===== config.mk =====
export PLATFORM = sky130hd
export DESIGN_NAME = decimal_digit_square_root
export DESIGN_NICKNAME = d
export VERILOG_FILES = /design/src/design/dds_pkg.sv /design/src/design/decimal_digit_square_root.sv /design/src/design/dds_mul.sv /design/src/design/dds_sqrt.sv /design/src/design/dds_div.sv
export SDC_FILE = /design/constraint.sdc
export NUM_CORES = 1
export LEC_CHECK = 0
export BUFFER_PORTS_ARGS = -buffer_cell sky130_fd_sc_hd__clkbuf_2
export CAP_MARGIN = 5
export CORE_MARGIN = 1
export CORE_UTILIZATION = 35
export CTS_BUF_LIST = sky130_fd_sc_hd__clkbuf_2
export DETAILED_ROUTE_END_ITERATION = 6
export PLACE_DENSITY_LB_ADDON = 0.1
export SYNTH_ARGS = -nofsm -noshare
export SYNTH_HDL_FRONTEND = slang
export SYNTH_SLANG_ARGS = --single-unit
export TNS_END_PERCENT = 100

===== constraint.sdc =====
create_clock -name clk -period 17.4 [get_ports clk]
set_input_delay 1.74 -clock clk [delete_from_list [all_inputs] [get_ports clk]]
set_output_delay 1.74 -clock clk [all_outputs]
set_load 0.02 [all_outputs]

===== src/design/dds_pkg.sv =====
// ----------------------------------------------------------------------------
// dds_pkg: shared types and constants for the decimal square root
// Field widths, item structs, controller states and the fixed scale constants.
// ----------------------------------------------------------------------------
package dds_pkg;

  // Field widths of the input and result items.
  localparam int INT_W      = 60;
  localparam int FRAC_W     = 54;
  localparam int ROOT_INT_W = 30;
  localparam int FRC_W      = 27;

  // Radicand in units of 1e-16, root in units of 1e-8.
  localparam int RAD_W  = INT_W + FRAC_W;
  localparam int ROOT_W = RAD_W / 2;
  localparam int REM_W  = ROOT_W + 1;

  // The unclamped root divided by 1e8 can exceed the result field by one bit.
  localparam int QUO_W = ROOT_INT_W + 1;

  // Place of the highest root digit.
  localparam int TOP_POWER = 8;
  localparam int TOP_EFF   = (TOP_POWER > 8) ? 8 : TOP_POWER;

  // Step counts of the two serial units.
  localparam int MUL_STEPS  = INT_W;
  localparam int ROOT_STEPS = ROOT_W;
  localparam int CNT_W      = $clog2(MUL_STEPS);

  function automatic logic [63:0] pow10(input int unsigned n);
    logic [63:0] p;
    p = 64'd1;
    for (int unsigned i = 0; i < n; i++) begin
      p = p * 64'd10;
    end
    return p;
  endfunction

  localparam logic [FRAC_W-1:0] IN_SCALE   = FRAC_W'(pow10(16));
  localparam logic [FRC_W-1:0]  ROOT_SCALE = FRC_W'(pow10(8));
  localparam logic [QUO_W-1:0]  SAT_QUO    = QUO_W'(pow10(TOP_EFF + 1));

  typedef struct packed {
    logic [INT_W-1:0]  value_integer;
    logic [FRAC_W-1:0] value_fraction;
    logic              is_negative;
  } in_item_t;

  typedef struct packed {
    logic [ROOT_INT_W-1:0] root_integer;
    logic [FRC_W-1:0]      root_fraction;
  } out_item_t;

  typedef struct packed {
    logic load;
    logic step;
  } dds_ctrl_t;

  typedef enum logic [2:0] {
    ST_IDLE,
    ST_MUL,
    ST_SEED,
    ST_ROOT,
    ST_DONE
  } dds_state_t;

endpackage


===== src/design/decimal_digit_square_root.sv =====
// ----------------------------------------------------------------------------
// decimal_digit_square_root: truncated square root of a decimal fixed value
// One item at a time: a new item is accepted only once the previous one has
// left the controller, after the 60-step bit-serial multiply that forms the
// radicand and the 57-step one-bit root recurrence.
// Reset (rst, synchronous, active high) empties the output register and
// returns the controller to idle; datapath registers are not reset.
// ----------------------------------------------------------------------------
module decimal_digit_square_root import dds_pkg::*; (
  input  logic      clk,
  input  logic      rst,
  input  in_item_t  radicand,
  input  logic      radicand_valid,
  output logic      radicand_stall,
  output out_item_t root,
  output logic      root_valid,
  input  logic      root_stall
);

  // The decimal digit-by-digit method, with every digit capped at nine,
  // yields the integer square root of the radicand (in units of 1e-16) when
  // that root is below 10^(TOP_POWER+9), and all nines otherwise. The block
  // therefore computes the binary integer root and clamps it afterwards.

  dds_state_t       state;
  dds_state_t       state_next;
  logic [CNT_W-1:0] cnt;
  logic [CNT_W-1:0] cnt_next;
  dds_ctrl_t        mul_ctrl;
  dds_ctrl_t        root_ctrl;
  logic             load_out;
  logic             negative;

  logic [RAD_W-1:0] product;
  logic             root_bit;
  logic [QUO_W-1:0] quotient;
  logic [FRC_W-1:0] remainder;
  logic             saturate;
  out_item_t        result;

  // Radicand = value_integer * 10^16 + value_fraction, least significant
  // bit first.
  dds_mul u_mul (
    .clk        (clk),
    .ctrl       (mul_ctrl),
    .multiplier (radicand.value_integer),
    .addend     (radicand.value_fraction),
    .product    (product)
  );

  // Root bits leave the square root unit most significant first and go
  // straight into the divider, which needs them in that order.
  dds_sqrt u_sqrt (
    .clk      (clk),
    .ctrl     (root_ctrl),
    .radicand (product),
    .root_bit (root_bit)
  );

  dds_div u_div (
    .clk       (clk),
    .ctrl      (root_ctrl),
    .digit_in  (root_bit),
    .quotient  (quotient),
    .remainder (remainder)
  );

  // Controller: one item at a time. The radicand fields are sampled by the
  // multiplier on the accepting edge, so the input side needs no holding
  // register of its own.
  always_ff @(posedge clk) begin
    if (rst) begin
      state <= ST_IDLE;
      cnt   <= '0;
    end else begin
      state <= state_next;
      cnt   <= cnt_next;
    end
  end

  always_comb begin
    state_next     = state;
    cnt_next       = cnt;
    mul_ctrl       = '0;
    root_ctrl      = '0;
    load_out       = 1'b0;
    radicand_stall = 1'b1;
    unique case (state)
      ST_IDLE: begin
        radicand_stall = 1'b0;
        if (radicand_valid) begin
          mul_ctrl.load = 1'b1;
          cnt_next      = '0;
          state_next    = ST_MUL;
        end
      end
      ST_MUL: begin
        mul_ctrl.step = 1'b1;
        if (cnt == CNT_W'(MUL_STEPS - 1)) begin
          cnt_next   = '0;
          state_next = ST_SEED;
        end else begin
          cnt_next = cnt + 1'b1;
        end
      end
      ST_SEED: begin
        // The full product is now stable; hand it to the root unit.
        root_ctrl.load = 1'b1;
        state_next     = ST_ROOT;
      end
      ST_ROOT: begin
        root_ctrl.step = 1'b1;
        if (cnt == CNT_W'(ROOT_STEPS - 1)) begin
          cnt_next   = '0;
          state_next = ST_DONE;
        end else begin
          cnt_next = cnt + 1'b1;
        end
      end
      ST_DONE: begin
        // Wait only until the output register can take the result.
        if (!root_valid || !root_stall) begin
          load_out   = 1'b1;
          state_next = ST_IDLE;
        end
      end
      default: begin
        state_next = ST_IDLE;
      end
    endcase
  end

  always_ff @(posedge clk) begin
    if (mul_ctrl.load) begin
      negative <= radicand.is_negative;
    end
  end

  // A root of 10^(TOP_POWER+9) or more shows up as a quotient of
  // 10^(TOP_POWER+1) or more, since the limit is a multiple of 10^8. In that
  // case every decimal digit is nine. A negative radicand gives zero.
  assign saturate = quotient >= SAT_QUO;

  always_comb begin
    priority if (negative) begin
      result.root_integer  = '0;
      result.root_fraction = '0;
    end else if (saturate) begin
      result.root_integer  = ROOT_INT_W'(SAT_QUO - 1'b1);
      result.root_fraction = ROOT_SCALE - 1'b1;
    end else begin
      result.root_integer  = quotient[ROOT_INT_W-1:0];
      result.root_fraction = remainder;
    end
  end

  // Output register: holds a finished item while the receiver stalls, so
  // the next item can already be accepted and worked on.
  always_ff @(posedge clk) begin
    if (rst) begin
      root_valid <= 1'b0;
    end else if (load_out) begin
      root_valid <= 1'b1;
    end else if (!root_stall) begin
      root_valid <= 1'b0;
    end
  end

  always_ff @(posedge clk) begin
    if (load_out) begin
      root <= result;
    end
  end

endmodule


===== src/design/dds_mul.sv =====
// ----------------------------------------------------------------------------
// dds_mul: bit-serial multiply-add
// Forms value_integer * 10^16 + value_fraction, one multiplier bit per step.
// ----------------------------------------------------------------------------
module dds_mul import dds_pkg::*; (
  input  logic               clk,
  input  dds_ctrl_t          ctrl,
  input  logic [INT_W-1:0]   multiplier,
  input  logic [FRAC_W-1:0]  addend,
  output logic [RAD_W-1:0]   product
);

  // The accumulator starts with the addend; low product bits shift into the
  // places the multiplier bits vacate.
  logic [FRAC_W-1:0] acc;
  logic [INT_W-1:0]  low;
  logic [FRAC_W:0]   sum;

  assign sum = {1'b0, acc} + (low[0] ? {1'b0, IN_SCALE} : {(FRAC_W + 1){1'b0}});

  always_ff @(posedge clk) begin
    if (ctrl.load) begin
      acc <= addend;
      low <= multiplier;
    end else if (ctrl.step) begin
      acc <= sum[FRAC_W:1];
      low <= {sum[0], low[INT_W-1:1]};
    end
  end

  assign product = {acc, low};

endmodule


===== src/design/dds_sqrt.sv =====
// ----------------------------------------------------------------------------
// dds_sqrt: one-bit-per-step integer square root
// Shifts the radicand in two bits a step and emits root bits, MSB first.
// ----------------------------------------------------------------------------
module dds_sqrt import dds_pkg::*; (
  input  logic              clk,
  input  dds_ctrl_t         ctrl,
  input  logic [RAD_W-1:0]  radicand,
  output logic              root_bit
);

  logic [RAD_W-1:0]  rad;
  logic [REM_W-1:0]  partial;
  logic [ROOT_W-2:0] root;
  logic [REM_W+1:0]  cand;
  logic [REM_W-1:0]  trial;
  logic [REM_W+2:0]  diff;

  // The lowest root bit only arrives on the last step, so no trial needs it.
  assign cand     = {partial, rad[RAD_W-1 -: 2]};
  assign trial    = {root, 2'b01};
  assign diff     = {1'b0, cand} - {3'b000, trial};
  assign root_bit = ~diff[REM_W+2];

  always_ff @(posedge clk) begin
    if (ctrl.load) begin
      rad     <= radicand;
      partial <= '0;
      root    <= '0;
    end else if (ctrl.step) begin
      rad     <= {rad[RAD_W-3:0], 2'b00};
      partial <= root_bit ? diff[REM_W-1:0] : cand[REM_W-1:0];
      root    <= {root[ROOT_W-3:0], root_bit};
    end
  end

endmodule


===== src/design/dds_div.sv =====
// ----------------------------------------------------------------------------
// dds_div: bit-serial division by 10^8
// Splits the serial root stream into integer and fraction parts.
// ----------------------------------------------------------------------------
module dds_div import dds_pkg::*; (
  input  logic              clk,
  input  dds_ctrl_t         ctrl,
  input  logic              digit_in,
  output logic [QUO_W-1:0]  quotient,
  output logic [FRC_W-1:0]  remainder
);

  logic [FRC_W-1:0] part;
  logic [QUO_W-1:0] quo;
  logic [FRC_W:0]   shifted;
  logic [FRC_W:0]   reduced;
  logic             fits;

  assign shifted = {part, digit_in};
  assign fits    = shifted >= {1'b0, ROOT_SCALE};
  assign reduced = shifted - {1'b0, ROOT_SCALE};

  // Every quotient bit is overwritten by the stream, so only the partial
  // remainder needs clearing.
  always_ff @(posedge clk) begin
    if (ctrl.load) begin
      part <= '0;
    end else if (ctrl.step) begin
      part <= fits ? reduced[FRC_W-1:0] : shifted[FRC_W-1:0];
      quo  <= {quo[QUO_W-2:0], fits};
    end
  end

  assign quotient  = quo;
  assign remainder = part;

endmodule

==> results of run 1 <==
## through the flow
step           instances  setup WS, ns  power [W]
4_1_cts             3440         12.97    0.00281
3_3_place_gp        3208         13.44    0.00197
3_5_place_dp        3208         13.36    0.00198
2_1_floorplan       2280          7.20    0.00182
5_1_grt             3442         12.94    0.00295
6_report            3444         13.20    0.00276
## logic make-up (layout without fill, tap and decap cells)
logic type,Yosys count,in the layout,share of synthesized area
xor+xnor,95,95,0.0360
other cells,0,4,0
flops,460,460,0.536
simple gates,803,803,0.151
compound gates,512,512,0.140
mux,119,119,0.0577
buf+inv,210,515,0.0353
fa+ha+maj,81,81,0.0439
## cell usage after synthesis, types with 7 or more instances
cell	number
o21bai_1	17
a41oi_1	7
a22oi_1	17
o31ai_1	11
nor3_1	25
xor2_1	55
nand4_1	25
and3_1	13
o21a_1	9
xnor2_1	40
nand2b_1	15
nor2_1	180
a22o_1	8
clkbuf_1	104
and2_1	26
a32oi_1	11
o21ai_1	51
nor4_1	7
o211ai_1	15
inv_1	87
a221o_1	7
o21ai_0	131
nand3_1	80
a21oi_1	136
a31oi_1	9
ha_1	81
edfxtp_1	317
buf_2	10
mux2_2	113
nand2_1	396
a21o_1	30
dfxtp_1	143
## how the worst max path moves through the flow
| stage | startpoint | endpoint |
|---|---|---|
| 4_1_cts | state[1]$_SDFFE_PP0P_ | radicand_stall |
| 3_5_place_dp | u_sqrt.root[7]$_SDFFE_PP0P_ | u_div.remainder[8]$_SDFFE_PP0P_ |
| 6_report | state[1]$_SDFFE_PP0P_ | radicand_stall |
| 3_3_place_gp | u_mul.low[0]$_DFFE_PP_ | u_mul.acc[51]$_DFFE_PP_ |
| 2_1_floorplan | radicand_valid | u_mul.acc[0]$_DFFE_PP_ |
| 5_1_grt | u_sqrt.root[7]$_SDFFE_PP0P_ | u_sqrt.partial[51]$_SDFFE_PP0P_ |
## power by group
part	leakage (nW)	total (W)	switching, W	internal [W]
logic	5.33	0.000615	0.000369	0.000245
clock network	0.895	0.000805	0.000486	0.000319
registers	4.19	0.00134	0.0000696	0.00127
total	10.4	0.00276	0.000925	0.00184
## flip-flops by register name, summed over array words and instances (netlist names)
name and flops:
root_valid 1, u_mul.low 60, negative 1, u_sqrt.rad 114
u_div.remainder 19, u_div.quotient 31, root 57, cnt 6
u_mul.acc 54, u_sqrt.partial 58, state 3, u_sqrt.root 56
## area by class of cell
type	instances	area (um^2)
diodes	4	10.0
well taps	855	1070
repair buffers	195	1020
clock inverters	36	209
fillers	6572	38800
multi-input cells	1610	9960
inverters	88	340
clock buffers	196	981
flip-flops and latches	460	12400
## worst max-delay path, delay by kind of cell, from the launching register on
family                 cells  cell delay (ns)
buffers and inverters      2             0.30
flip-flops                 1             0.41
AND/OR/NAND/NOR            1             0.51
## metal layers
| metal | routed length [um] | share of wire | GRT usage |
|---|---|---|---|
| met3 | 2350 | 0.042 | 0.0360 |
| met5 | 12 | 0.00022 | 0 |
| met4 | 1250 | 0.022 | 0.0768 |
| met1 | 26800 | 0.48 | 0.224 |
| met2 | 25400 | 0.45 | 0.264 |
==> results.yml, run 1 <==
grt:
  grt_pass1_vias: 17893
  grtUsageTotal: 0.169
  antenna_found_initial: 3
  grt_pass1_wl_um: 91800
  grt_start_max_net_pins: 167
  grt_overflow: 0
worst_setup_path:
  crit_path_top_delay_cell: "nor3_1"
  path_cells: "nor3_1, inv_1, clkbuf_2"
  ff2ff_setup_slack_ns: 13.34
  crit_required_ns: 15.66
  r2r_cells: 12
  reg2reg_from: "u_sqrt.root[7]$_SDFFE_PP0P_"
  cp_max_fo: 7
  worst_path_largest_cell_delay_ns: 0.51
  worstSetupStartpointType: "register"
  criticalPathCategory: "reg2out"
  end_kind: "primary output"
  reg2reg_to: "u_div.remainder[9]$_SDFFE_PP0P_"
  critPathArrivalTime_ns: 2.46
timing:
  grt_setup_unrepaired: "false"
  period_needed_ns: 4.20
  period_share: 0.241
  timing.fmax_mhz: 238
  drv_slew: 0
  skew_ns: 0.0753
  setup_viol: 0
  hold_viol_final: 0
  hold_ws_ns: 0.424
  worst_pin_slew_ns: 1.18
  maxSlewHeadroom: 0.211
  tns_ns: 0
layout:
  fin_area_um2: 26000
  area_growth_pct: 12.4
  final_cell_mix: "394 x nand2_1, 373 x clkbuf_2, 317 x edfxtp_1"
  mostFrequentLayoutCell: "nand2_1"
  nets: 2689
  finish.utilization: 0.401
  drive_above_1_share: 0.215
floorplanning:
  coreArea_um2: 64800
  start_util: 0.357
  die_w_um: 259
  die_h_um: 259
  ioPinCount: 178
  dieArea_um2: 67100
  std_cell_rows: 93
synthesis:
  synth-main-ff-cell: "edfxtp_1"
  ys_async_sr_fraction: 0
  synthCells: 2280
  yosys-top-cells-area: "edfxtp_1 41%, dfxtp_1 12%, nand2_1 6.4%"
  ys_warn_count: 0
  synth_fp_nets: 2480
  seq_area_frac_synth: 0.536
  yosysTopAreaCellShare: 0.412
  ys_ff_latch: 460
  synth_edf_count: 317
  mappedNetlistArea_um2: 23100
  yosys.area.top_type: "edfxtp_1"
  syn_area_per_cell_um2: 10.1
  ys_types: 82
clock_network:
  cts_hold_buffers: 0
  clockRootBuffer: "clkbuf_2"
  cts_tree: "done"
  clock_sink_count: 460
  postCtsSetupBuffers: 0
  cts_buffers: 134
  insertion_delay_ns: 1.26
  clock_path_buffers: 3
  path_clk_slew_ns: 0.09
  cts_resized: 0
  h-tree-depth: 4
routing:
  drc: 0
  dr.pass1.iters: 5
  vias_per_cell: 5.03
  vias: 17328
  first_iter_violations: 976
  final_antenna_net_count: 0
  wirelength_um: 55800
  wl_per_cell_um: 16.2
min_path:
  worstHoldPathType: "reg2reg"
  hold_depth: 2
  worstHoldEndpoint: "u_sqrt.root[33]$_SDFFE_PP0P_"
  worst_hold_startpoint: "u_sqrt.root[32]$_SDFFE_PP0P_"
place:
  gp_congestion: 0.844
  placed_area_um2: 24800
  dp_hpwl_um: 35800
  port_buffers: 177
flow_run:
  cap_violations: 0
outcome:
  status: "finished clean"
power_and_ir_drop:
  max-vdd-ir-drop_v: 0.0000594
  powerDensity_nw_per_um2: 106
  p_leak_nw: 10.4
No activity file was read; power rests on OpenSTA's default activity.
==> inputs of run 2 (changes only) <==
--- a/config.mk
+++ b/config.mk
@@ -5,6 +5,7 @@
 export SDC_FILE = /design/constraint.sdc
 export NUM_CORES = 1
 export LEC_CHECK = 0
+export ABC_AREA = 1
 export BUFFER_PORTS_ARGS = -buffer_cell sky130_fd_sc_hd__clkbuf_2
 export CAP_MARGIN = 5
 export CORE_MARGIN = 1
==> constraint.sdc (replaced) <==
create_clock -name clk -period 3.4 [get_ports clk]
set_input_delay 0.34 -clock clk [delete_from_list [all_inputs] [get_ports clk]]
set_output_delay 0.34 -clock clk [all_outputs]
set_load 0.02 [all_outputs]
==> results.yml, run 2 <==
outcome:
  violations: "design-rule violations"
  status: "finished, violations left"
power_and_ir_drop:
  max-vdd-ir-drop_v: 0.000635
  p_leak_nw: 15.4
  powerDensity_nw_per_um2: 1040
  power_w: 0.0339
synthesis:
  synth_fp_nets: 3633
  ys_ff_latch: 460
  synth_top_family_by_area: "simple AND/OR/NAND/NOR gates"
  synth_compound_area_frac: 0.105
  mappedNetlistArea_um2: 26000
  synth_edf_count: 317
  synthCells: 3433
  synth_common_cells: "1253 x nand2_1, 430 x inv_1, 317 x edfxtp_1, 222 x o21ai_0, 221 x nor2_1"
  synthAdderAreaFrac: 0.0390
  synth-xor-area-share: 0.0165
  yosys.area.top_type: "edfxtp_1"
  yosysMostFrequentCell: "nand2_1"
  synthSimpleGateAreaFrac: 0.280
  yosysTopAreaCellShare: 0.366
  synthMuxAreaShare: 0
  synth-main-ff-cell: "edfxtp_1"
  ys_warn_count: 0
  syn_area_per_cell_um2: 7.57
  seq_area_frac_synth: 0.476
  ys_types: 51
  yosys-top-cells-area: "edfxtp_1 37%, nand2_1 18%, dfxtp_1 11%"
  ys_async_sr_fraction: 0
grt:
  grt_pass1_wl_um: 125000
  grt_start_max_net_pins: 211
  antenna_found_initial: 4
  grt_pass1_vias: 23809
  grtUsageTotal: 0.209
  grt_overflow: 0
floorplanning:
  dieArea_um2: 75400
  start_util: 0.355
  die_w_um: 275
  die_h_um: 275
  std_cell_rows: 99
  coreArea_um2: 73200
  ioPinCount: 178
clock_network:
  clock_path_buffers: 3
  insertion_delay_ns: 1.31
  cts_tree: "done"
  postCtsSetupBuffers: 0
  clock_sink_count: 460
  h-tree-depth: 4
  clockRootBuffer: "clkbuf_2"
  path_clk_slew_ns: 0.10
  cts_buffers: 131
layout:
  seq_area_um2: 12400
  area_growth_pct: 25.2
  instances_no_fill: 5055
  largest_reg_flops: 114
  final_cell_mix: "1251 x nand2_1, 430 x inv_1, 383 x clkbuf_2"
  mostFrequentLayoutCell: "nand2_1"
  top_regs: "u_sqrt.rad x114, u_mul.low x60, u_sqrt.partial x58"
  multi_input_area_um2: 11500
  nets: 4191
  finish.utilization: 0.445
  regMostFlops: "u_sqrt.rad"
  fillers: 7592
  drive_above_1_share: 0.124
routing:
  wl_per_cell_um: 15.5
  drc: 7
  wirelength_um: 78500
  dr.pass1.iters: 7
  first_iter_violations: 1607
  vias: 23999
  final_antenna_net_count: 0
  vias_per_cell: 4.75
worst_setup_path:
  cp_max_fo: 20
  crit_required_ns: 4.46
  worstPathBufferInverterCount: 3
  end_kind: "register"
  crit_family: "buffers and inverters"
  path_cells: "buf_4, ha_1, inv_1, nor3_1, nand2_1, nand2_1, a21oi_1, o21ai_0, xor2_1, o21ai_0, dlygate4sd3_1"
  worstSetupStartpointType: "register"
  worst_path_largest_cell_delay_ns: 0.59
  crit_path_top_delay_cell: "dlygate4sd3_1"
  critPathArrivalTime_ns: 4.27
  criticalPathCategory: "reg2reg"
timing:
  skew_ns: 0.102
  period_share: 0.944
  maxSlewHeadroom: 0.331
  grt_setup_unrepaired: "true"
  hold_ws_ns: 0.209
  setup_viol: 0
  drv_slew: 0
  timing.fmax_mhz: 311
  hold_viol_final: 0
  worst_pin_slew_ns: 1.00
  period_needed_ns: 3.21
place:
  place_inst: 4476
  port_buffers: 177
  dp_hpwl_um: 52900
  gp_congestion: 0.980
flow_run:
  cap_violations: 0
min_path:
  worstHoldPathType: "in2reg"
run 2: logic make-up (layout without fill, tap and decap cells):
group	Yosys count	in the layout
AOI/OAI and AO/OA	502	502
buffers and inverters	559	1218
DFF	460	460
other	0	4
and+or+nand+nor	1782	1782
adders and majority gates	81	81
xor gates and xnor gates	49	49
run 2: what timing repair did:
| action | in CTS | in global routing |
|---|---|---|
| setup endpoints to repair | 0 | 3 |
| gates resized for setup | 0 | 2 |
| hold buffers | 341 | 0 |
| hold endpoints to repair | 183 | 0 |
run 2: layout make-up:
class                           count  share of cell area
Sequential cell                   460               0.380
Multi-Input combinational cell   2414               0.353
Timing Repair Buffer              537               0.139
Inverter                          447              0.0517
Tap cell                          959              0.0369
Clock buffer                      206              0.0317
Clock inverter                     28             0.00673
Antenna cell                        4            0.000308
run 2: per-stage QoR:
stage                     area, um^2  setup WS, ns  TNS [ns]
final                          32500         0.189         0
after global routing           32500      -0.00358  -0.00358
after CTS                      32500         0.154         0
after detailed placement       27900         0.431         0
after global placement         27900         0.404         0
after floorplan                26000         0.353         0
run 2: tightest hold or removal path, cell delays in order:
cell           delay, ns
dlygate4sd3_1       0.56
clkbuf_2            0.15
a31oi_1             0.22
nand2_1             0.09
a21oi_1             0.06
run 2: where the power goes:
group	total (W)	internal [W]	switching, W	leakage, nW
clock network	0.00436	0.00180	0.00257	0.966
logic	0.0197	0.00634	0.0134	10.3
registers	0.00986	0.00872	0.00115	4.15
total	0.0339	0.0168	0.0171	15.4
run 2: final timing paths:
path                                        from  slack, ns                              to  depth (start not counted)
setup / recovery          u_mul.low[0]$_DFFE_PP_       0.19         u_mul.acc[31]$_DFFE_PP_                         11
hold / removal                    radicand_valid       0.21             cnt[4]$_SDFFE_PP0P_                          5
setup reg to reg          u_mul.low[0]$_DFFE_PP_       0.19         u_mul.acc[31]$_DFFE_PP_                         11
hold reg to reg   u_sqrt.partial[4]$_SDFFE_PP0P_       0.43  u_sqrt.partial[6]$_SDFFE_PP0P_                          2
run 2: layer usage:
layer	track usage	part of all wire
met1	0.276	0.47
met2	0.341	0.46
met3	0.0402	0.046
met4	0.0730	0.024
met5	0	0.00029
